==> src/rtl/tkhv_pkg.sv <==
package tkhv_pkg;

   // Longest mechanism OID that the compare logic accepts as configured.
   localparam int MaxOidBytes = 16;

   localparam logic [7:0] SeqTag = 8'h60;
   localparam logic [7:0] OidTag = 8'h06;
   localparam logic [7:0] LongFormBit = 8'h80;
   localparam logic [7:0] LongFormMask = 8'h7f;

   typedef enum logic [2:0] {
      CsrCompareMech = 3'd0,
      CsrMechOidLength = 3'd1,
      CsrMechOidLower = 3'd2,
      CsrMechOidUpper = 3'd3,
      CsrReadTokenType = 3'd4
   } csr_index_type;

   typedef enum logic [2:0] {
      PhTag = 3'd0,
      PhLen = 3'd1,
      PhLenx = 3'd2,
      PhOidTag = 3'd3,
      PhOidLen = 3'd4,
      PhOid = 3'd5,
      PhType = 3'd6,
      PhBody = 3'd7
   } phase_type;

   typedef enum logic [1:0] {
      StOk = 2'd0,
      StDefective = 2'd1,
      StEmptyOid = 2'd2,
      StWrongMech = 2'd3
   } status_type;

   typedef struct packed {
      logic compare_mech;
      logic [4:0] mech_oid_length;
      logic [63:0] mech_oid_lower;
      logic [63:0] mech_oid_upper;
      logic read_token_type;
   } cfg_type;

   typedef struct packed {
      logic valid;
      logic [7:0] data_byte;
      logic last_byte;
   } byte_type;

endpackage

==> src/rtl/tkhv_if.sv <==
interface tkhv_req_if;
   logic valid;
   logic ready;
   logic [7:0] data_byte;
   logic last_byte;

   modport source (output valid, output data_byte, output last_byte, input ready);
   modport sink (input valid, input data_byte, input last_byte, output ready);
endinterface

interface tkhv_rsp_if;
   logic valid;
   logic ready;
   logic [1:0] status;
   logic [15:0] token_type;
   logic [30:0] body_bytes;
   logic [30:0] body_offset;
   logic [7:0] oid_length;

   modport source (output valid, output status, output token_type, output body_bytes,
                   output body_offset, output oid_length, input ready);
   modport sink (input valid, input status, input token_type, input body_bytes,
                 input body_offset, input oid_length, output ready);
endinterface

==> src/rtl/token_header_verifier.sv <==
// Channel   Direction  Handshake      Contents
// req_chan  in         valid/ready    data_byte, last_byte
// rsp_chan  out        valid/ready    status, token_type, body_bytes, body_offset, oid_length
// csr_*     in         write enable   csr_index, csr_write_data (64 bits)
//
// One request is taken per cycle while the response side does not stall; a byte
// is held in the input register until its parse step writes the result register,
// and a response is offered from the result register once the last byte of its token has passed that step.
// Only the last byte of a token produces a response.
// A stalled response holds the parse stage; the input register still takes
// one request, after which the request side stalls too.
// Reset is synchronous and restores the register defaults and the parse state.
module token_header_verifier (
   input logic clock,
   input logic reset,
   tkhv_req_if.sink req_chan,
   tkhv_rsp_if.source rsp_chan,
   input logic csr_write_enable,
   input logic [2:0] csr_index,
   input logic [63:0] csr_write_data
);
   import tkhv_pkg::*;

   cfg_type cfg;
   byte_type in_byte;
   logic advance;

   tkhv_csr u_csr (
      .clock(clock),
      .reset(reset),
      .csr_write_enable(csr_write_enable),
      .csr_index(csr_index),
      .csr_write_data(csr_write_data),
      .cfg(cfg)
   );

   tkhv_in_stage u_in_stage (
      .clock(clock),
      .reset(reset),
      .req_chan(req_chan),
      .advance(advance),
      .in_byte(in_byte)
   );

   tkhv_parser u_parser (
      .clock(clock),
      .reset(reset),
      .cfg(cfg),
      .in_byte(in_byte),
      .advance(advance),
      .rsp_chan(rsp_chan)
   );

endmodule

==> src/rtl/tkhv_csr.sv <==
module tkhv_csr (
   input logic clock,
   input logic reset,
   input logic csr_write_enable,
   input logic [2:0] csr_index,
   input logic [63:0] csr_write_data,
   output tkhv_pkg::cfg_type cfg
);
   import tkhv_pkg::*;

   cfg_type cfg_ff;
   cfg_type cfg_in;

   always_comb begin
      cfg_in = cfg_ff;
      if (csr_write_enable) begin
         case (csr_index_type'(csr_index))
            CsrCompareMech: cfg_in.compare_mech = csr_write_data[0];
            CsrMechOidLength: cfg_in.mech_oid_length = csr_write_data[4:0];
            CsrMechOidLower: cfg_in.mech_oid_lower = csr_write_data;
            CsrMechOidUpper: cfg_in.mech_oid_upper = csr_write_data;
            CsrReadTokenType: cfg_in.read_token_type = csr_write_data[0];
            default: cfg_in = cfg_ff;
         endcase
      end
   end

   always_ff @(posedge clock) begin
      if (reset) begin
         cfg_ff <= '0;
         cfg_ff.compare_mech <= 1'b1;
         cfg_ff.read_token_type <= 1'b1;
      end else begin
         cfg_ff <= cfg_in;
      end
   end

   assign cfg = cfg_ff;

endmodule

==> src/rtl/tkhv_in_stage.sv <==
module tkhv_in_stage (
   input logic clock,
   input logic reset,
   tkhv_req_if.sink req_chan,
   input logic advance,
   output tkhv_pkg::byte_type in_byte
);
   import tkhv_pkg::*;

   byte_type byte_ff;
   byte_type byte_in;
   logic take;

   assign req_chan.ready = !byte_ff.valid || advance;
   assign take = req_chan.valid && req_chan.ready;

   always_comb begin
      byte_in = byte_ff;
      if (take) begin
         byte_in.valid = 1'b1;
         byte_in.data_byte = req_chan.data_byte;
         byte_in.last_byte = req_chan.last_byte;
      end else if (advance) begin
         byte_in.valid = 1'b0;
      end
   end

   always_ff @(posedge clock) begin
      if (reset) begin
         byte_ff.valid <= 1'b0;
      end else begin
         byte_ff.valid <= byte_in.valid;
      end
      byte_ff.data_byte <= byte_in.data_byte;
      byte_ff.last_byte <= byte_in.last_byte;
   end

   assign in_byte = byte_ff;

endmodule

==> src/rtl/tkhv_parser.sv <==
module tkhv_parser (
   input logic clock,
   input logic reset,
   input tkhv_pkg::cfg_type cfg,
   input tkhv_pkg::byte_type in_byte,
   output logic advance,
   tkhv_rsp_if.source rsp_chan
);
   import tkhv_pkg::*;

   phase_type phase_ff, phase_in;
   logic [31:0] byte_index_ff, byte_index_in;
   logic [2:0] len_left_ff, len_left_in;
   logic [31:0] declared_ff, declared_in;
   logic [31:0] len_end_ff, len_end_in;
   logic [7:0] seen_oid_ff, seen_oid_in;
   logic [7:0] oid_left_ff, oid_left_in;
   logic mismatch_ff, mismatch_in;
   logic struct_err_ff, struct_err_in;
   logic [15:0] type_ff, type_in;
   logic [31:0] header_end_ff, header_end_in;

   logic rsp_valid_ff, rsp_valid_in;
   status_type status_ff, status_in;
   logic [15:0] token_type_ff, token_type_in;
   logic [30:0] body_bytes_ff, body_bytes_in;
   logic [30:0] body_offset_ff, body_offset_in;
   logic [7:0] oid_length_ff, oid_length_in;

   logic [7:0] b;
   logic [31:0] cur_next;
   logic [6:0] n_octets;
   logic [7:0] oid_pos;
   logic [15:0][7:0] oid_bytes;
   logic [32:0] total;
   logic [32:0] span;
   logic [32:0] body_span;
   logic [31:0] declared_shift;
   logic [2:0] len_dec;
   logic [7:0] oid_dec;
   logic ending;

   assign advance = in_byte.valid && (!rsp_valid_ff || rsp_chan.ready);
   assign ending = advance && in_byte.last_byte;
   assign b = in_byte.data_byte;
   assign cur_next = byte_index_ff + 32'd1;
   assign n_octets = b[6:0] & LongFormMask[6:0];
   assign oid_pos = seen_oid_ff - oid_left_ff;
   assign oid_bytes = {cfg.mech_oid_upper, cfg.mech_oid_lower};
   assign declared_shift = {declared_ff[23:0], b};
   assign len_dec = len_left_ff - 3'd1;
   assign oid_dec = oid_left_ff - 8'd1;

   // Parse step for one byte; the end of the OID either opens the token type
   // field or closes the header right here.
   always_comb begin
      phase_in = phase_ff;
      len_left_in = len_left_ff;
      declared_in = declared_ff;
      len_end_in = len_end_ff;
      seen_oid_in = seen_oid_ff;
      oid_left_in = oid_left_ff;
      mismatch_in = mismatch_ff;
      struct_err_in = struct_err_ff;
      type_in = type_ff;
      header_end_in = header_end_ff;
      case (phase_ff)
         PhTag: begin
            if (b != SeqTag) begin
               struct_err_in = 1'b1;
               phase_in = PhBody;
            end else begin
               phase_in = PhLen;
            end
         end
         PhLen: begin
            if ((b & LongFormBit) != 8'd0) begin
               declared_in = '0;
               if (n_octets > 7'd4) begin
                  struct_err_in = 1'b1;
                  phase_in = PhBody;
               end else if (n_octets == 7'd0) begin
                  len_end_in = cur_next;
                  phase_in = PhOidTag;
               end else begin
                  len_left_in = n_octets[2:0];
                  phase_in = PhLenx;
               end
            end else begin
               declared_in = {24'd0, b};
               len_end_in = cur_next;
               phase_in = PhOidTag;
            end
         end
         PhLenx: begin
            declared_in = declared_shift;
            len_left_in = len_dec;
            if (len_dec == 3'd0) begin
               if (declared_shift[31]) begin
                  struct_err_in = 1'b1;
                  phase_in = PhBody;
               end else begin
                  len_end_in = cur_next;
                  phase_in = PhOidTag;
               end
            end
         end
         PhOidTag: begin
            if (b != OidTag) begin
               struct_err_in = 1'b1;
               phase_in = PhBody;
            end else begin
               phase_in = PhOidLen;
            end
         end
         PhOidLen: begin
            seen_oid_in = b;
            oid_left_in = b;
            mismatch_in = (b != {3'd0, cfg.mech_oid_length})
               || ({3'd0, cfg.mech_oid_length} > 8'(MaxOidBytes));
            if (b == 8'd0) begin
               if (cfg.read_token_type) begin
                  phase_in = PhType;
                  len_left_in = 3'd2;
                  type_in = '0;
               end else begin
                  header_end_in = cur_next;
                  phase_in = PhBody;
               end
            end else begin
               phase_in = PhOid;
            end
         end
         PhOid: begin
            if (oid_pos > 8'd15 || oid_bytes[oid_pos[3:0]] != b) begin
               mismatch_in = 1'b1;
            end
            oid_left_in = oid_dec;
            if (oid_dec == 8'd0) begin
               if (cfg.read_token_type) begin
                  phase_in = PhType;
                  len_left_in = 3'd2;
                  type_in = '0;
               end else begin
                  header_end_in = cur_next;
                  phase_in = PhBody;
               end
            end
         end
         PhType: begin
            type_in = {type_ff[7:0], b};
            len_left_in = len_dec;
            if (len_dec == 3'd0) begin
               header_end_in = cur_next;
               phase_in = PhBody;
            end
         end
         default: phase_in = phase_ff;
      endcase

      byte_index_in = (byte_index_ff == '1) ? byte_index_ff : cur_next;
   end

   // Verdict on the state as it stands after the last byte.
   assign total = {1'b0, byte_index_ff} + 33'd1;
   assign span = total - {1'b0, len_end_in};
   assign body_span = total - {1'b0, header_end_in};

   always_comb begin
      if (struct_err_in || phase_in == PhTag || phase_in == PhLen || phase_in == PhLenx) begin
         status_in = StDefective;
      end else if (span != {1'b0, declared_in}) begin
         status_in = StDefective;
      end else if (phase_in == PhOidTag || phase_in == PhOidLen || phase_in == PhOid) begin
         status_in = StDefective;
      end else if (!cfg.compare_mech && seen_oid_in == 8'd0) begin
         status_in = StEmptyOid;
      end else if (cfg.compare_mech && mismatch_in) begin
         status_in = StWrongMech;
      end else if (phase_in == PhType) begin
         status_in = StDefective;
      end else begin
         status_in = StOk;
      end

      token_type_in = (status_in == StOk) ? type_in : '0;
      body_bytes_in = (status_in == StOk) ? body_span[30:0] : '0;
      body_offset_in = (status_in == StOk) ? header_end_in[30:0] : '0;
      oid_length_in = seen_oid_in;

      if (advance) begin
         rsp_valid_in = in_byte.last_byte;
      end else begin
         rsp_valid_in = rsp_valid_ff && !rsp_chan.ready;
      end
   end

   always_ff @(posedge clock) begin
      if (reset || ending) begin
         phase_ff <= PhTag;
         byte_index_ff <= '0;
         len_left_ff <= '0;
         declared_ff <= '0;
         len_end_ff <= '0;
         seen_oid_ff <= '0;
         oid_left_ff <= '0;
         mismatch_ff <= 1'b0;
         struct_err_ff <= 1'b0;
         type_ff <= '0;
         header_end_ff <= '0;
      end else if (advance) begin
         phase_ff <= phase_in;
         byte_index_ff <= byte_index_in;
         len_left_ff <= len_left_in;
         declared_ff <= declared_in;
         len_end_ff <= len_end_in;
         seen_oid_ff <= seen_oid_in;
         oid_left_ff <= oid_left_in;
         mismatch_ff <= mismatch_in;
         struct_err_ff <= struct_err_in;
         type_ff <= type_in;
         header_end_ff <= header_end_in;
      end
   end

   always_ff @(posedge clock) begin
      if (reset) begin
         rsp_valid_ff <= 1'b0;
      end else begin
         rsp_valid_ff <= rsp_valid_in;
      end
      if (ending) begin
         status_ff <= status_in;
         token_type_ff <= token_type_in;
         body_bytes_ff <= body_bytes_in;
         body_offset_ff <= body_offset_in;
         oid_length_ff <= oid_length_in;
      end
   end

   assign rsp_chan.valid = rsp_valid_ff;
   assign rsp_chan.status = status_ff;
   assign rsp_chan.token_type = token_type_ff;
   assign rsp_chan.body_bytes = body_bytes_ff;
   assign rsp_chan.body_offset = body_offset_ff;
   assign rsp_chan.oid_length = oid_length_ff;

   a_verdict_restarts: assert property (@(posedge clock) disable iff (reset)
      ending |=> (rsp_valid_ff && phase_ff == PhTag && byte_index_ff == 32'd0))
      else $error("verdict did not restart the parse");

   a_lenx_count: assert property (@(posedge clock) disable iff (reset)
      phase_ff == PhLenx |-> (len_left_ff != 3'd0 && len_left_ff <= 3'd4))
      else $error("length octet count out of range");

   a_oid_count: assert property (@(posedge clock) disable iff (reset)
      phase_ff == PhOid |-> oid_left_ff != 8'd0)
      else $error("OID phase with no bytes left");

   a_type_count: assert property (@(posedge clock) disable iff (reset)
      phase_ff == PhType |-> (len_left_ff == 3'd1 || len_left_ff == 3'd2))
      else $error("token type byte count out of range");

endmodule
==> src/flat_wrapper.sv <==
// flat-port wrapper written by rule: the top's interface ports become plain ports
module token_header_verifier_flat import tkhv_pkg::*;
  (clock, reset, csr_write_enable, csr_index, csr_write_data, req_chan_valid, req_chan_data_byte, req_chan_last_byte, req_chan_ready, rsp_chan_valid, rsp_chan_status, rsp_chan_token_type, rsp_chan_body_bytes, rsp_chan_body_offset, rsp_chan_oid_length, rsp_chan_ready);
  tkhv_req_if req_chan_i ();
  tkhv_rsp_if rsp_chan_i ();
  input logic clock;
  input logic reset;
  input logic csr_write_enable;
  input logic [2:0] csr_index;
  input logic [63:0] csr_write_data;
  input wire logic [$bits(req_chan_i.valid)-1:0] req_chan_valid;
  input wire logic [$bits(req_chan_i.data_byte)-1:0] req_chan_data_byte;
  input wire logic [$bits(req_chan_i.last_byte)-1:0] req_chan_last_byte;
  output wire logic [$bits(req_chan_i.ready)-1:0] req_chan_ready;
  output wire logic [$bits(rsp_chan_i.valid)-1:0] rsp_chan_valid;
  output wire logic [$bits(rsp_chan_i.status)-1:0] rsp_chan_status;
  output wire logic [$bits(rsp_chan_i.token_type)-1:0] rsp_chan_token_type;
  output wire logic [$bits(rsp_chan_i.body_bytes)-1:0] rsp_chan_body_bytes;
  output wire logic [$bits(rsp_chan_i.body_offset)-1:0] rsp_chan_body_offset;
  output wire logic [$bits(rsp_chan_i.oid_length)-1:0] rsp_chan_oid_length;
  input wire logic [$bits(rsp_chan_i.ready)-1:0] rsp_chan_ready;
  assign req_chan_i.valid = req_chan_valid;
  assign req_chan_i.data_byte = req_chan_data_byte;
  assign req_chan_i.last_byte = req_chan_last_byte;
  assign req_chan_ready = req_chan_i.ready;
  assign rsp_chan_valid = rsp_chan_i.valid;
  assign rsp_chan_status = rsp_chan_i.status;
  assign rsp_chan_token_type = rsp_chan_i.token_type;
  assign rsp_chan_body_bytes = rsp_chan_i.body_bytes;
  assign rsp_chan_body_offset = rsp_chan_i.body_offset;
  assign rsp_chan_oid_length = rsp_chan_i.oid_length;
  assign rsp_chan_i.ready = rsp_chan_ready;
  token_header_verifier u_core (.clock(clock), .reset(reset), .req_chan(req_chan_i), .rsp_chan(rsp_chan_i), .csr_write_enable(csr_write_enable), .csr_index(csr_index), .csr_write_data(csr_write_data));
endmodule
==> config.mk <==
export PLATFORM = sky130hd
export DESIGN_NAME = token_header_verifier_flat
export DESIGN_NICKNAME = d
export VERILOG_FILES = /design/src/rtl/tkhv_pkg.sv /design/src/rtl/tkhv_if.sv /design/src/rtl/token_header_verifier.sv /design/src/rtl/tkhv_csr.sv /design/src/rtl/tkhv_in_stage.sv /design/src/rtl/tkhv_parser.sv /design/src/flat_wrapper.sv
export SDC_FILE = /design/constraint.sdc
export NUM_CORES = 1
export LEC_CHECK = 0
export BUFFER_PORTS_ARGS = -buffer_cell sky130_fd_sc_hd__buf_2
export CAP_MARGIN = 25
export CORE_ASPECT_RATIO = 1.25
export CORE_MARGIN = 4
export CORE_UTILIZATION = 60
export CTS_CLUSTER_DIAMETER = 120
export DETAILED_ROUTE_END_ITERATION = 7
export PLACE_DENSITY = 0.79
export SLEW_MARGIN = 20
export SYNTH_ARGS = -nofsm -noshare
export SYNTH_HDL_FRONTEND = slang
export SYNTH_SLANG_ARGS = --single-unit
==> constraint.sdc <==
create_clock -name clock -period 8.4 [get_ports clock]
set_input_delay 0.42 -clock clock [delete_from_list [all_inputs] [get_ports clock]]
set_output_delay 0.42 -clock clock [all_outputs]
set_load 0.02 [all_outputs]
* Word level (Yosys, flattened, before mapping)
Index checks and enable logic that the tools add are counted.
** Storage, ports and cells
- Bits in writable memories :: 0
- Memories kept :: 0
- ROM bits :: 0
- Input bits :: 81
- Register bits :: 402
- Bits in latches :: 0
- Output and inout port bits :: 90
** Cells by class
- Bitwise gates (word level) :: 1
- Muxes and demuxes :: 58
- Multipliers :: 0
- Shift operators :: 0
- Order comparisons :: 4
- Eq/ne operators :: 27
- Add/subtract/negate cells :: 7
- Reduce and logical (&&, ||, !) cells :: 41
- Div/mod/pow operators :: 0
** Operators by type and width (number)
- $mux 32 :: 9
- $pmux 32 s2 :: 2
- $pmux 32 s3 :: 1
- $mux 16 :: 3
- $pmux 16 s3 :: 1
- $mux 3 :: 14
- $add 32x1->33 const B :: 1
- $ne 33x32->1 :: 1
- $sub 33x32->33 :: 1
- $add 32x1->32 const B :: 1
- $bmux 8 s4 :: 1
- $eq 32x32->1 const B :: 1
- $sub 31x31->31 :: 1
- $logic_not 8->1 :: 3
- $eq 3x3->1 const B :: 7
- $pmux 3 s7 :: 1
- $eq 3x2->1 const B :: 6
- $mux 8 :: 2
- $pmux 8 s2 :: 1
- $reduce_and 2->1 :: 7
- $mux 1 :: 13
- $logic_not 3->1 :: 4
- $mux 2 :: 6
- $pmux 3 s4 :: 1
- 27 further kinds :: 50

* Logic depth before layout (Yosys ltp)
Gate-level depths: netlist of the first run.
- Depth after elaboration :: 14
- Depth in mapped cells :: 29
- Mapped depth without buffers :: 27

* Cells and area by module
Synthesis of the first run repeated with hierarchy kept, for this count alone.
** Second synthesis, totals
- Cells, all modules :: 2540
- Area total of the unflattened synthesis :: 22889.5 um^2
** Modules (own cells, without submodules)
- tkhv_parser :: area an instance 17001.3 um^2, times used 1, cells each 2011
- tkhv_csr :: area an instance 5562.8 um^2, times used 1, cells each 515
- tkhv_in_stage :: area an instance 325.3 um^2, times used 1, cells each 14

* Worst setup path before layout of the first run
No wires, ideal clock.
- Path type :: register to register
- Start :: reg u_core.u_parser.phase_ff[0]
- End :: reg u_core.u_parser.body_bytes_ff[30] (netlist: u_core.u_parser.rsp_chan.body_bytes[30]) (data pin)
- Library setup time :: 0.184 ns
- Slack :: 2.023 ns
- Cell stages (with the launch flop) :: 26
- Arrival time :: 6.193 ns
- Cells stage by stage :: dfxtp_1 > clkbuf_1 > clkbuf_1 > clkbuf_1 > clkbuf_1 > nand2_1 > a21oi_1 > clkbuf_1 > clkbuf_1 > mux2i_1 > ha_1 > clkbuf_1 > nand4_1 > or3_1 > a211oi_1 > nor2b_1 > mux2_2 > or4_1 > nor4_1 > nand4_1 > nor4_2 > nand3_1 > or3b_1 > buf_2 > buf_6 > a2111oi_4
** Between the ends
- Cells in the longest elaborated chain, start to end :: 10
** RTL lines
- from (decl) :: line tkhv_parser.sv:11 : phase_type phase_ff, phase_in;
- from (signal assigned) :: line tkhv_parser.sv:200 : phase_ff <= PhTag;
- from (signal assigned) :: line tkhv_parser.sv:212 : phase_ff <= phase_in;
- parallel branches: the longest is 10 deep, another holds $sub 33x32->33
- to (signal assigned) :: line tkhv_parser.sv:235 : body_bytes_ff <= body_bytes_in;
- to (decl) :: line tkhv_parser.sv:26 : logic [30:0] body_bytes_ff, body_bytes_in;
Several ways; the timed one is not identified.
A chain may end at the register's enable or synchronous reset.

* Final worst setup path of the first run
- Start :: reg u_core.u_parser.oid_left_ff[1]
- End :: reg u_core.u_parser.body_bytes_ff[27] (netlist: u_core.u_parser.rsp_chan.body_bytes[27]) (data pin)
** Between the ends
- Cells in the longest elaborated chain, start to end :: 14
** RTL lines
- from (decl) :: line tkhv_parser.sv:17 : logic [7:0] oid_left_ff, oid_left_in;
- from (signal assigned) :: line tkhv_parser.sv:218 : oid_left_ff <= oid_left_in;
- $sub 8x8->8 :: line tkhv_parser.sv:48 : assign oid_pos = seen_oid_ff - oid_left_ff;
- $bmux 8 s4 :: line tkhv_parser.sv:135 : if (oid_pos > 8'd15 || oid_bytes[oid_pos[3:0]] != b) begin
- $mux 8 (not written as such) :: line tkhv_parser.sv:135
- $ne 8x8->1 :: line tkhv_parser.sv:135
- $logic_or 1x1->1 :: line tkhv_parser.sv:135
- $mux 1 :: line tkhv_parser.sv:135
- $pmux 1 s2 :: line tkhv_parser.sv:67 : case (phase_ff)
- $logic_and 1x1->1 :: line tkhv_parser.sv:178 : end else if (cfg.compare_mech && mismatch_in) begin
- $mux 2 :: line tkhv_parser.sv:178
- $mux 2 :: line tkhv_parser.sv:176 : end else if (!cfg.compare_mech && seen_oid_in == 8'd0) begin
- $mux 2 :: line tkhv_parser.sv:174 : end else if (phase_in == PhOidTag || phase_in == PhOidLen || phase_in == PhOid) begin
- $mux 2 :: line tkhv_parser.sv:172 : end else if (span != {1'b0, declared_in}) begin
- $mux 2 :: line tkhv_parser.sv:170 : if (struct_err_in || phase_in == PhTag || phase_in == PhLen || phase_in == PhLenx) begin
- $logic_not 2->1 :: line tkhv_parser.sv:187 : body_bytes_in = (status_in == StOk) ? body_span[30:0] : '0;
Parallel ways exist; a longest one is shown, timed or not. The select of a mux whose other input is x is not followed.

==> results_tabular.tex, run 1 <==
\begin{tabular}{lr}
\hline
Metric & Value \\
\hline
\multicolumn{2}{l}{\textbf{Synthesis}} \\
Cells taking the most area after synthesis & sky130\_fd\_sc\_hd\_\_dfxtp\_1, sky130\_fd\_sc\_hd\_\_edfxtp\_1, sky130\_fd\_sc\_hd\_\_nand2\_1, sky130\_fd\_sc\_hd\_\_a21oi\_1, sky130\_fd\_sc\_hd\_\_nor2\_1 \\
Proportion of register bits with asynchronous set or reset after synthesis & 0 \\
Distinct cell type count of the synthesized netlist & 72 \\
Most used standard cell by instance count after synthesis & sky130\_fd\_sc\_hd\_\_nand2\_1 \\
Most frequent cells after synthesis & sky130\_fd\_sc\_hd\_\_nand2\_1, sky130\_fd\_sc\_hd\_\_nor2\_1, sky130\_fd\_sc\_hd\_\_dfxtp\_1, sky130\_fd\_sc\_hd\_\_a21oi\_1, sky130\_fd\_sc\_hd\_\_clkbuf\_1 \\
Mapped Avg Cell Area & 8.49 um\^{}2 \\
Synthesized area & 21,500 um\^{}2 \\
Warning count from the yosys run & 0 \\
Count of mapped cells out of synthesis & 2,538 \\
Number of flops mapped to enable cells by yosys & 97 \\
Most frequently used flop master after synthesis & sky130\_fd\_sc\_hd\_\_dfxtp\_1 \\
Post-synthesis cell type with the largest combined area & sky130\_fd\_sc\_hd\_\_dfxtp\_1 \\
FF+latch count, synth & 401 \\
Synth top area share & 0.282 \\
Post-synth net total & 2,696 \\
Part of the Yosys area used for sequential elements & 0.418 \\
\multicolumn{2}{l}{\textbf{Final layout}} \\
Area added between synthesis and finish & 11.4\% \\
Inserted Diodes & 0 \\
Fillers & 2,933 \\
Share of final-layout standard cells stronger than drive strength 1 & 0.124 \\
Final Util & 0.677 \\
Multi-input logic area & 11,700 um\^{}2 \\
Layout Nets & 2,774 \\
Register area & 9000 um\^{}2 \\
\multicolumn{2}{l}{\textbf{Clocking}} \\
Cell chosen for the clock root & sky130\_fd\_sc\_hd\_\_clkbuf\_16 \\
Source-to-sink clock delay at the later pin of the worst-skew pair & 0.58 ns \\
Maximum buffer depth of the clock tree & 3 \\
TritonCTS clock tree & built \\
Clock buffers created by TritonCTS & 40 \\
Number of setup buffers added after CTS & 0 \\
Hold-fix buffers at CTS & 0 \\
Clock net sink count & 401 \\
Number of instances resized during post-cts repair & 0 \\
Worst-path clk slew & 0.06 ns \\
H-tree levels & 2 \\
\multicolumn{2}{l}{\textbf{Floorplan}} \\
Effective utilization at floorplan & 0.608 \\
Area of the die & 39,000 um\^{}2 \\
Horizontal die dimension & 177 um \\
Area of the core & 35,500 um\^{}2 \\
Top Ports & 171 \\
Vertical die dimension & 220 um \\
Cell row count & 77 \\
\multicolumn{2}{l}{\textbf{Critical path}} \\
Signal arrival time at the worst endpoint & 7.46 ns \\
Nature of the critical path endpoint & register \\
Data required time of the critical path & 8.69 ns \\
Largest fanout on the critical path & 13 \\
Register-to-Register Setup Slack & 1.23 ns \\
Worst setup path category & register to register \\
CP Launch Type & register \\
\multicolumn{2}{l}{\textbf{GRT}} \\
M2 GR Usage & 0.544 \\
Number of antenna violations at the first check in global routing & 1 \\
Overall overflow remaining after global route & 0 \\
Total routing usage reported by global routing & 0.297 \\
Largest net degree at the start of global routing & 89 \\
M1 GR Usage & 0.321 \\
Met3 global-route usage & 0.0432 \\
Most used routing layer & met2 \\
First-pass GRT wire length & 93.4 mm \\
Via count of the first global-routing pass & 18,300 \\
\multicolumn{2}{l}{\textbf{STA}} \\
Slew Limit Fails & 0 \\
Slew at the pin closest to its max-slew limit & 0.976 ns \\
Skew final & 0.0269 ns \\
Number of hold violations in the final report & 0 \\
Setup repair after global routing missed its margin & false \\
Setup total negative slack & 0 ns \\
Worst relative slew slack & 0.347 \\
Minimum clock period & 7.17 ns \\
Final setup violating endpoints & 0 \\
Final Hold Slack & 0.0320 ns \\
Final Cycle Share & 0.854 \\
F\_max & 0.139 GHz \\
\multicolumn{2}{l}{\textbf{Detailed routing}} \\
First DRT Iteration DRCs & 1,475 \\
Final antenna-violating net count & 0 \\
Average wire length per cell after detail routing & 19.1 um \\
Overall via count from detail\_route & 18,900 \\
Total wirelength of the detailed-routed design & 59.8 mm \\
Average vias per placed instance & 6.06 \\
Detailed-routing iteration count for the pre-antenna-repair pass & 5 \\
Residual DRC & 0 \\
\multicolumn{2}{l}{\textbf{Hold path}} \\
Class of the tightest hold or removal check & input port to register \\
\multicolumn{2}{l}{\textbf{Pwr}} \\
Switching share of power & 0.266 \\
Total power density per cell area & 186 nW/um\^{}2 \\
Register share of total power & 0.456 \\
Internal cell power & 3.28 mW \\
Combinational share of power & 0.134 \\
Largest vdd supply drop & 0.173 mV \\
Leakage power & 8.75 nW \\
Share of total power in the clock network & 0.410 \\
Switching power total & 1.19 mW \\
\multicolumn{2}{l}{\textbf{Placement}} \\
Placer congestion estimate & 0.965 \\
Number of buffer cells added on primary ports & 170 \\
Detailed-placement wirelength estimate & 42.9 mm \\
\multicolumn{2}{l}{\textbf{Status}} \\
Status & complete, no violations \\
\multicolumn{2}{l}{\textbf{Job}} \\
Max cap viols & 0 \\
\hline
\end{tabular}
-- sequential cells by signal, indices dropped and copies added, names as in the netlist, 10 cells and up --
name / flops
u_core.u_parser.rsp_chan.token_type: 16
u_core.u_parser.rsp_chan.body_bytes: 31
u_core.u_parser.type_ff: 16
u_core.u_in_stage.in_byte: 10
u_core.u_csr.cfg: 135
u_core.u_parser.rsp_chan.body_offset: 31
u_core.u_parser.byte_index_ff: 32
u_core.u_parser.header_end_ff: 31
u_core.u_parser.len_end_ff: 32
u_core.u_parser.declared_ff: 32
-- layer usage --
layer | vias up | routed length [um]
met1 | 8978 | 21600
met5 | - | 12
met2 | 697 | 30800
met4 | 2 | 4100
met3 | 198 | 3260
li1 | 9031 | -
-- cell type report --
| class | count | area share |
|---|---|---|
| Multi-Input combinational cell | 1913 | 0.488 |
| Tap cell | 474 | 0.0247 |
| Clock inverter | 20 | 0.0112 |
| Sequential cell | 401 | 0.375 |
| Clock buffer | 53 | 0.0451 |
| Timing Repair Buffer | 203 | 0.0473 |
| Inverter | 57 | 0.00896 |
-- stage by stage --
stage               worst slack, ns  power (mW)  cell area [um^2]  instances
floorplan                      2.02        2.50             21500       2538
global placement               1.61        2.66             22600       3045
detailed placement             1.44        2.67             22600       3046
CTS                            1.38        4.49             24000       3119
global route                  0.815        4.62             24000       3121
finish                         1.23        4.47             24000       3121
-- layout by cell type (no fill, tap or decap), drive strengths merged, types with 25 or more instances in the layout --
master / count
inv: 56
xor2: 53
a21o: 25
a211oi: 28
ha: 74
clkbuf: 53
buf: 203
a22oi: 80
mux4: 33
dfxtp: 304
nor2: 350
a21oi: 281
nor3: 32
edfxtp: 97
nand3: 45
mux2i: 71
o21ai: 106
xnor2: 100
nand2: 387
-- critical path, stage by stage, from the launching register on --
cell and delay (ns):
sky130_fd_sc_hd__dfxtp_1 0.31, sky130_fd_sc_hd__inv_1 0.16, sky130_fd_sc_hd__ha_1 0.26, sky130_fd_sc_hd__or3b_2 0.51
sky130_fd_sc_hd__nor3_1 0.21, sky130_fd_sc_hd__xnor2_1 0.18, sky130_fd_sc_hd__nand4_1 0.19, sky130_fd_sc_hd__o32ai_1 0.51
sky130_fd_sc_hd__a21boi_0 0.39, sky130_fd_sc_hd__and2_2 0.42, sky130_fd_sc_hd__nand2_1 0.10, sky130_fd_sc_hd__o21ai_0 0.07
sky130_fd_sc_hd__buf_4 0.16, sky130_fd_sc_hd__ha_1 0.35, sky130_fd_sc_hd__o211ai_1 0.22, sky130_fd_sc_hd__a21oi_1 0.08
sky130_fd_sc_hd__a211oi_1 0.48, sky130_fd_sc_hd__a21bo_2 0.27, sky130_fd_sc_hd__o311ai_0 0.25, sky130_fd_sc_hd__nor4b_1 0.49
sky130_fd_sc_hd__or3_1 0.23, sky130_fd_sc_hd__a31oi_1 0.13, sky130_fd_sc_hd__and2_1 0.21, sky130_fd_sc_hd__o21ai_0 0.15
sky130_fd_sc_hd__nand2b_1 0.09, sky130_fd_sc_hd__xnor2_1 0.42, sky130_fd_sc_hd__nor2_1 0.07
-- logic make-up after synthesis --
logic type,Yosys count,synth area share
muxes,106,0.0685
DFF,401,0.418
and+or+nand+nor,966,0.194
buffers and inverters,224,0.0407
adders and majority gates,77,0.0458
xor gates and xnor gates,153,0.0622
AOI/OAI and AO/OA,611,0.171
-- worst paths after layout --
kind / from / endpoint / cells past startpoint
worst max-delay path: u_core.u_parser.oid_left_ff[1] / u_core.u_parser.rsp_chan.body_bytes[27] / 26
worst min-delay path: req_chan_data_byte[7] / u_core.u_in_stage.in_byte[8] / 1
worst max register to register: u_core.u_parser.oid_left_ff[1] / u_core.u_parser.rsp_chan.body_bytes[27] / 26
worst min register to register: u_core.u_csr.cfg[21] / u_core.u_csr.cfg[21] / 2
-- power by group through the flow --
stage               clock network (mW)  registers, mW  logic (mW)
floorplan                            0           2.08       0.419
global placement                     0           2.08       0.576
detailed placement                   0           2.08       0.586
global route                      1.93           2.04       0.647
CTS                               1.86           2.04       0.591
finish                            1.83           2.04       0.601
Note: power is estimated with default switching activity, not from simulation.
==> run 2, diff against run 1 <==
Settings changed: SYNTH_HIERARCHICAL set to 1.
==> results_tabular.tex, run 2 <==
\begin{tabular}{lr}
\hline
Metric & Value \\
\hline
\multicolumn{2}{l}{\textbf{Status}} \\
Status & complete, no violations \\
\multicolumn{2}{l}{\textbf{GRT}} \\
Total routing usage reported by global routing & 0.302 \\
Number of antenna violations at the first check in global routing & 0 \\
First-pass GRT wire length & 101 mm \\
Via count of the first global-routing pass & 19,000 \\
Largest net degree at the start of global routing & 104 \\
Overall overflow remaining after global route & 0 \\
\multicolumn{2}{l}{\textbf{Final layout}} \\
Share of final-layout standard cells stronger than drive strength 1 & 0.122 \\
Most common library cell in the layout ignoring fill and taps & sky130\_fd\_sc\_hd\_\_nor2\_1 \\
Layout Nets & 2,776 \\
Area added between synthesis and finish & 10.6\% \\
Leading cell types in the layout, fill and taps excluded & sky130\_fd\_sc\_hd\_\_nor2\_1, sky130\_fd\_sc\_hd\_\_dfxtp\_1, sky130\_fd\_sc\_hd\_\_nand2b\_1 \\
Filler-free cell count of the finished design & 3,136 \\
Flip-flop count of the largest register after layout & 135 \\
Area of all placed cells without fillers & 25,300 um\^{}2 \\
Inserted Diodes & 0 \\
\multicolumn{2}{l}{\textbf{Floorplan}} \\
Area of the die & 41,400 um\^{}2 \\
Horizontal die dimension & 183 um \\
Area of the core & 37,500 um\^{}2 \\
Cell row count & 79 \\
Effective utilization at floorplan & 0.611 \\
Vertical die dimension & 226 um \\
Top Ports & 171 \\
\multicolumn{2}{l}{\textbf{STA}} \\
Minimum clock period & 7.27 ns \\
Least setup slack across all paths after layout & 1.13 ns \\
Slew Limit Fails & 0 \\
Number of hold violations in the final report & 0 \\
Skew final & 0.0183 ns \\
F\_max & 0.138 GHz \\
Final Cycle Share & 0.865 \\
Worst relative slew slack & 0.305 \\
Slew at the pin closest to its max-slew limit & 1.04 ns \\
Setup total negative slack & 0 ns \\
Final setup violating endpoints & 0 \\
Setup repair after global routing missed its margin & false \\
\multicolumn{2}{l}{\textbf{Synthesis}} \\
Distinct cell type count of the synthesized netlist & 79 \\
Post-synthesis cell type with the largest combined area & sky130\_fd\_sc\_hd\_\_dfxtp\_1 \\
Number of flops mapped to enable cells by yosys & 97 \\
Count of mapped cells out of synthesis & 2,540 \\
FF+latch count, synth & 401 \\
Most frequent cells after synthesis & sky130\_fd\_sc\_hd\_\_nor2\_1, sky130\_fd\_sc\_hd\_\_dfxtp\_1, sky130\_fd\_sc\_hd\_\_nand2b\_1, sky130\_fd\_sc\_hd\_\_mux2i\_1, sky130\_fd\_sc\_hd\_\_a21oi\_1 \\
Cells taking the most area after synthesis & sky130\_fd\_sc\_hd\_\_dfxtp\_1, sky130\_fd\_sc\_hd\_\_edfxtp\_1, sky130\_fd\_sc\_hd\_\_mux2i\_1, sky130\_fd\_sc\_hd\_\_nor2\_1, sky130\_fd\_sc\_hd\_\_nand2b\_1 \\
Post-synth net total & 2,698 \\
Part of the Yosys area used for sequential elements & 0.393 \\
Most frequently used flop master after synthesis & sky130\_fd\_sc\_hd\_\_dfxtp\_1 \\
Proportion of register bits with asynchronous set or reset after synthesis & 0 \\
Mapped Avg Cell Area & 9.01 um\^{}2 \\
Most used standard cell by instance count after synthesis & sky130\_fd\_sc\_hd\_\_nor2\_1 \\
Synthesized area & 22,900 um\^{}2 \\
Warning count from the yosys run & 6 \\
Synth top area share & 0.266 \\
\multicolumn{2}{l}{\textbf{Placement}} \\
Placer congestion estimate & 0.958 \\
Worst Setup Slack post-DPL & 1.28 ns \\
Detailed-placement wirelength estimate & 46.5 mm \\
Placed Instance Area & 23,900 um\^{}2 \\
Number of buffer cells added on primary ports & 170 \\
Dpl cells & 3,060 \\
\multicolumn{2}{l}{\textbf{Pwr}} \\
Internal cell power & 3.43 mW \\
Switching share of power & 0.274 \\
Total power & 4.72 mW \\
Leakage power & 9.97 nW \\
Register share of total power & 0.438 \\
Combinational share of power & 0.160 \\
Switching power total & 1.29 mW \\
Total power density per cell area & 187 nW/um\^{}2 \\
Largest vdd supply drop & 0.186 mV \\
Share of total power in the clock network & 0.403 \\
\multicolumn{2}{l}{\textbf{Hold path}} \\
Hold Path Cell Cnt & 1 \\
Class of the tightest hold or removal check & input port to register \\
\multicolumn{2}{l}{\textbf{Detailed routing}} \\
Average vias per placed instance & 6.12 \\
Total wirelength of the detailed-routed design & 64.0 mm \\
Overall via count from detail\_route & 19,200 \\
First DRT Iteration DRCs & 1,508 \\
Average wire length per cell after detail routing & 20.4 um \\
Detailed-routing iteration count for the pre-antenna-repair pass & 6 \\
Residual DRC & 0 \\
Final antenna-violating net count & 0 \\
\multicolumn{2}{l}{\textbf{Clocking}} \\
Worst-path clk slew & 0.06 ns \\
Number of setup buffers added after CTS & 0 \\
Cell chosen for the clock root & sky130\_fd\_sc\_hd\_\_clkbuf\_16 \\
Clock buffers created by TritonCTS & 41 \\
Maximum buffer depth of the clock tree & 3 \\
TritonCTS clock tree & built \\
Clock net sink count & 401 \\
Number of instances resized during post-cts repair & 0 \\
H-tree levels & 2 \\
Hold-fix buffers at CTS & 0 \\
Source-to-sink clock delay at the later pin of the worst-skew pair & 0.56 ns \\
\multicolumn{2}{l}{\textbf{Critical path}} \\
Number of cell instances on the worst register-to-register path & 19 \\
Largest fanout on the critical path & 78 \\
Worst setup path category & register to register \\
CP Launch Type & register \\
Nature of the critical path endpoint & register \\
Data required time of the critical path & 8.70 ns \\
Signal arrival time at the worst endpoint & 7.57 ns \\
\multicolumn{2}{l}{\textbf{Job}} \\
Max cap viols & 0 \\
\hline
\end{tabular}
## run 2: changes by cell type after synthesis, moves of 17 or more
| cell | before | now |
|---|---|---|
| sky130_fd_sc_hd__a211oi_1 | 28 | 47 |
| sky130_fd_sc_hd__a21oi_1 | 280 | 169 |
| sky130_fd_sc_hd__a22oi_1 | 79 | 62 |
| sky130_fd_sc_hd__clkbuf_1 | 141 | 122 |
| sky130_fd_sc_hd__mux2i_1 | 71 | 183 |
| sky130_fd_sc_hd__nand2_1 | 387 | 138 |
| sky130_fd_sc_hd__nand2b_1 | 17 | 214 |
| sky130_fd_sc_hd__nand3_1 | 45 | 27 |
| sky130_fd_sc_hd__xnor2_1 | 100 | 82 |
## run 2: power groups by stage
stage / Sequential (mW) / Combinational [mW] / Clock, mW
2_1_floorplan: 2.11 / 0.526 / 0
3_3_place_gp: 2.11 / 0.732 / 0
3_5_place_dp: 2.11 / 0.743 / 0
4_1_cts: 2.07 / 0.747 / 1.92
5_1_grt: 2.07 / 0.817 / 2.00
6_report: 2.07 / 0.755 / 1.90
## run 2: area by class of cell
class | instances | area (um^2)
repair buffers | 199 | 1090
well taps | 486 | 608
flip-flops and latches | 401 | 9000
clock inverters | 24 | 269
multi-input cells | 1917 | 13000
inverters | 58 | 219
fillers | 2938 | 12200
clock buffers | 51 | 1120
## run 2: layer usage
layer	global-route usage	vias up	wire length, um
li1	-	9154	-
met3	0.0395	239	3330
met2	0.529	718	31700
met1	0.337	9087	23600
met4	0.218	0	5300
met5	0	-	0
## run 2: cells by family after synthesis
kind of cell	count (synthesis)	synth area share
xor+xnor	137	0.0537
flops	401	0.393
buf+inv	222	0.0406
simple gates	949	0.207
mux	217	0.113
compound gates	537	0.150
fa+ha+maj	77	0.0431
## run 2: worst max-delay path, stage by stage, from the launching register on
cell and delay, ns:
sky130_fd_sc_hd__dfxtp_1 0.49, sky130_fd_sc_hd__ha_1 0.26, sky130_fd_sc_hd__nand3_1 0.17, sky130_fd_sc_hd__or2_2 0.39
sky130_fd_sc_hd__nor3_1 0.49, sky130_fd_sc_hd__and3_1 0.32, sky130_fd_sc_hd__xor2_1 0.58, sky130_fd_sc_hd__mux2i_1 0.21
sky130_fd_sc_hd__ha_1 0.44, sky130_fd_sc_hd__and3_1 0.27, sky130_fd_sc_hd__a221oi_1 0.34, sky130_fd_sc_hd__a2bb2oi_1 0.17
sky130_fd_sc_hd__and3_1 0.25, sky130_fd_sc_hd__a221oi_1 0.46, sky130_fd_sc_hd__o21bai_1 0.14, sky130_fd_sc_hd__xnor2_1 0.26
sky130_fd_sc_hd__and4_1 0.22, sky130_fd_sc_hd__nand4_1 0.14, sky130_fd_sc_hd__or4b_4 0.89, sky130_fd_sc_hd__nor2_1 0.49
## run 2: path summary, 6_finish.rpt
check                                   startpoint                                      end  slack (ns)
setup / recovery  u_core/u_parser/byte_index_ff[0]  u_core/u_parser/rsp_chan.body_offset[0]        1.13
hold / removal               req_chan_data_byte[7]             u_core/u_in_stage/in_byte[8]        0.04
setup reg to reg  u_core/u_parser/byte_index_ff[0]  u_core/u_parser/rsp_chan.body_offset[0]        1.13
hold reg to reg      u_core/u_parser/len_end_ff[0]            u_core/u_parser/len_end_ff[0]        0.47
## run 2: through the flow
stage               utilization  hold slack, ns
CTS                       0.675          0.0245
global route              0.676          0.0263
global placement          0.637           0.450
finish                    0.676          0.0393
detailed placement        0.638           0.455
floorplan                     -           0.435
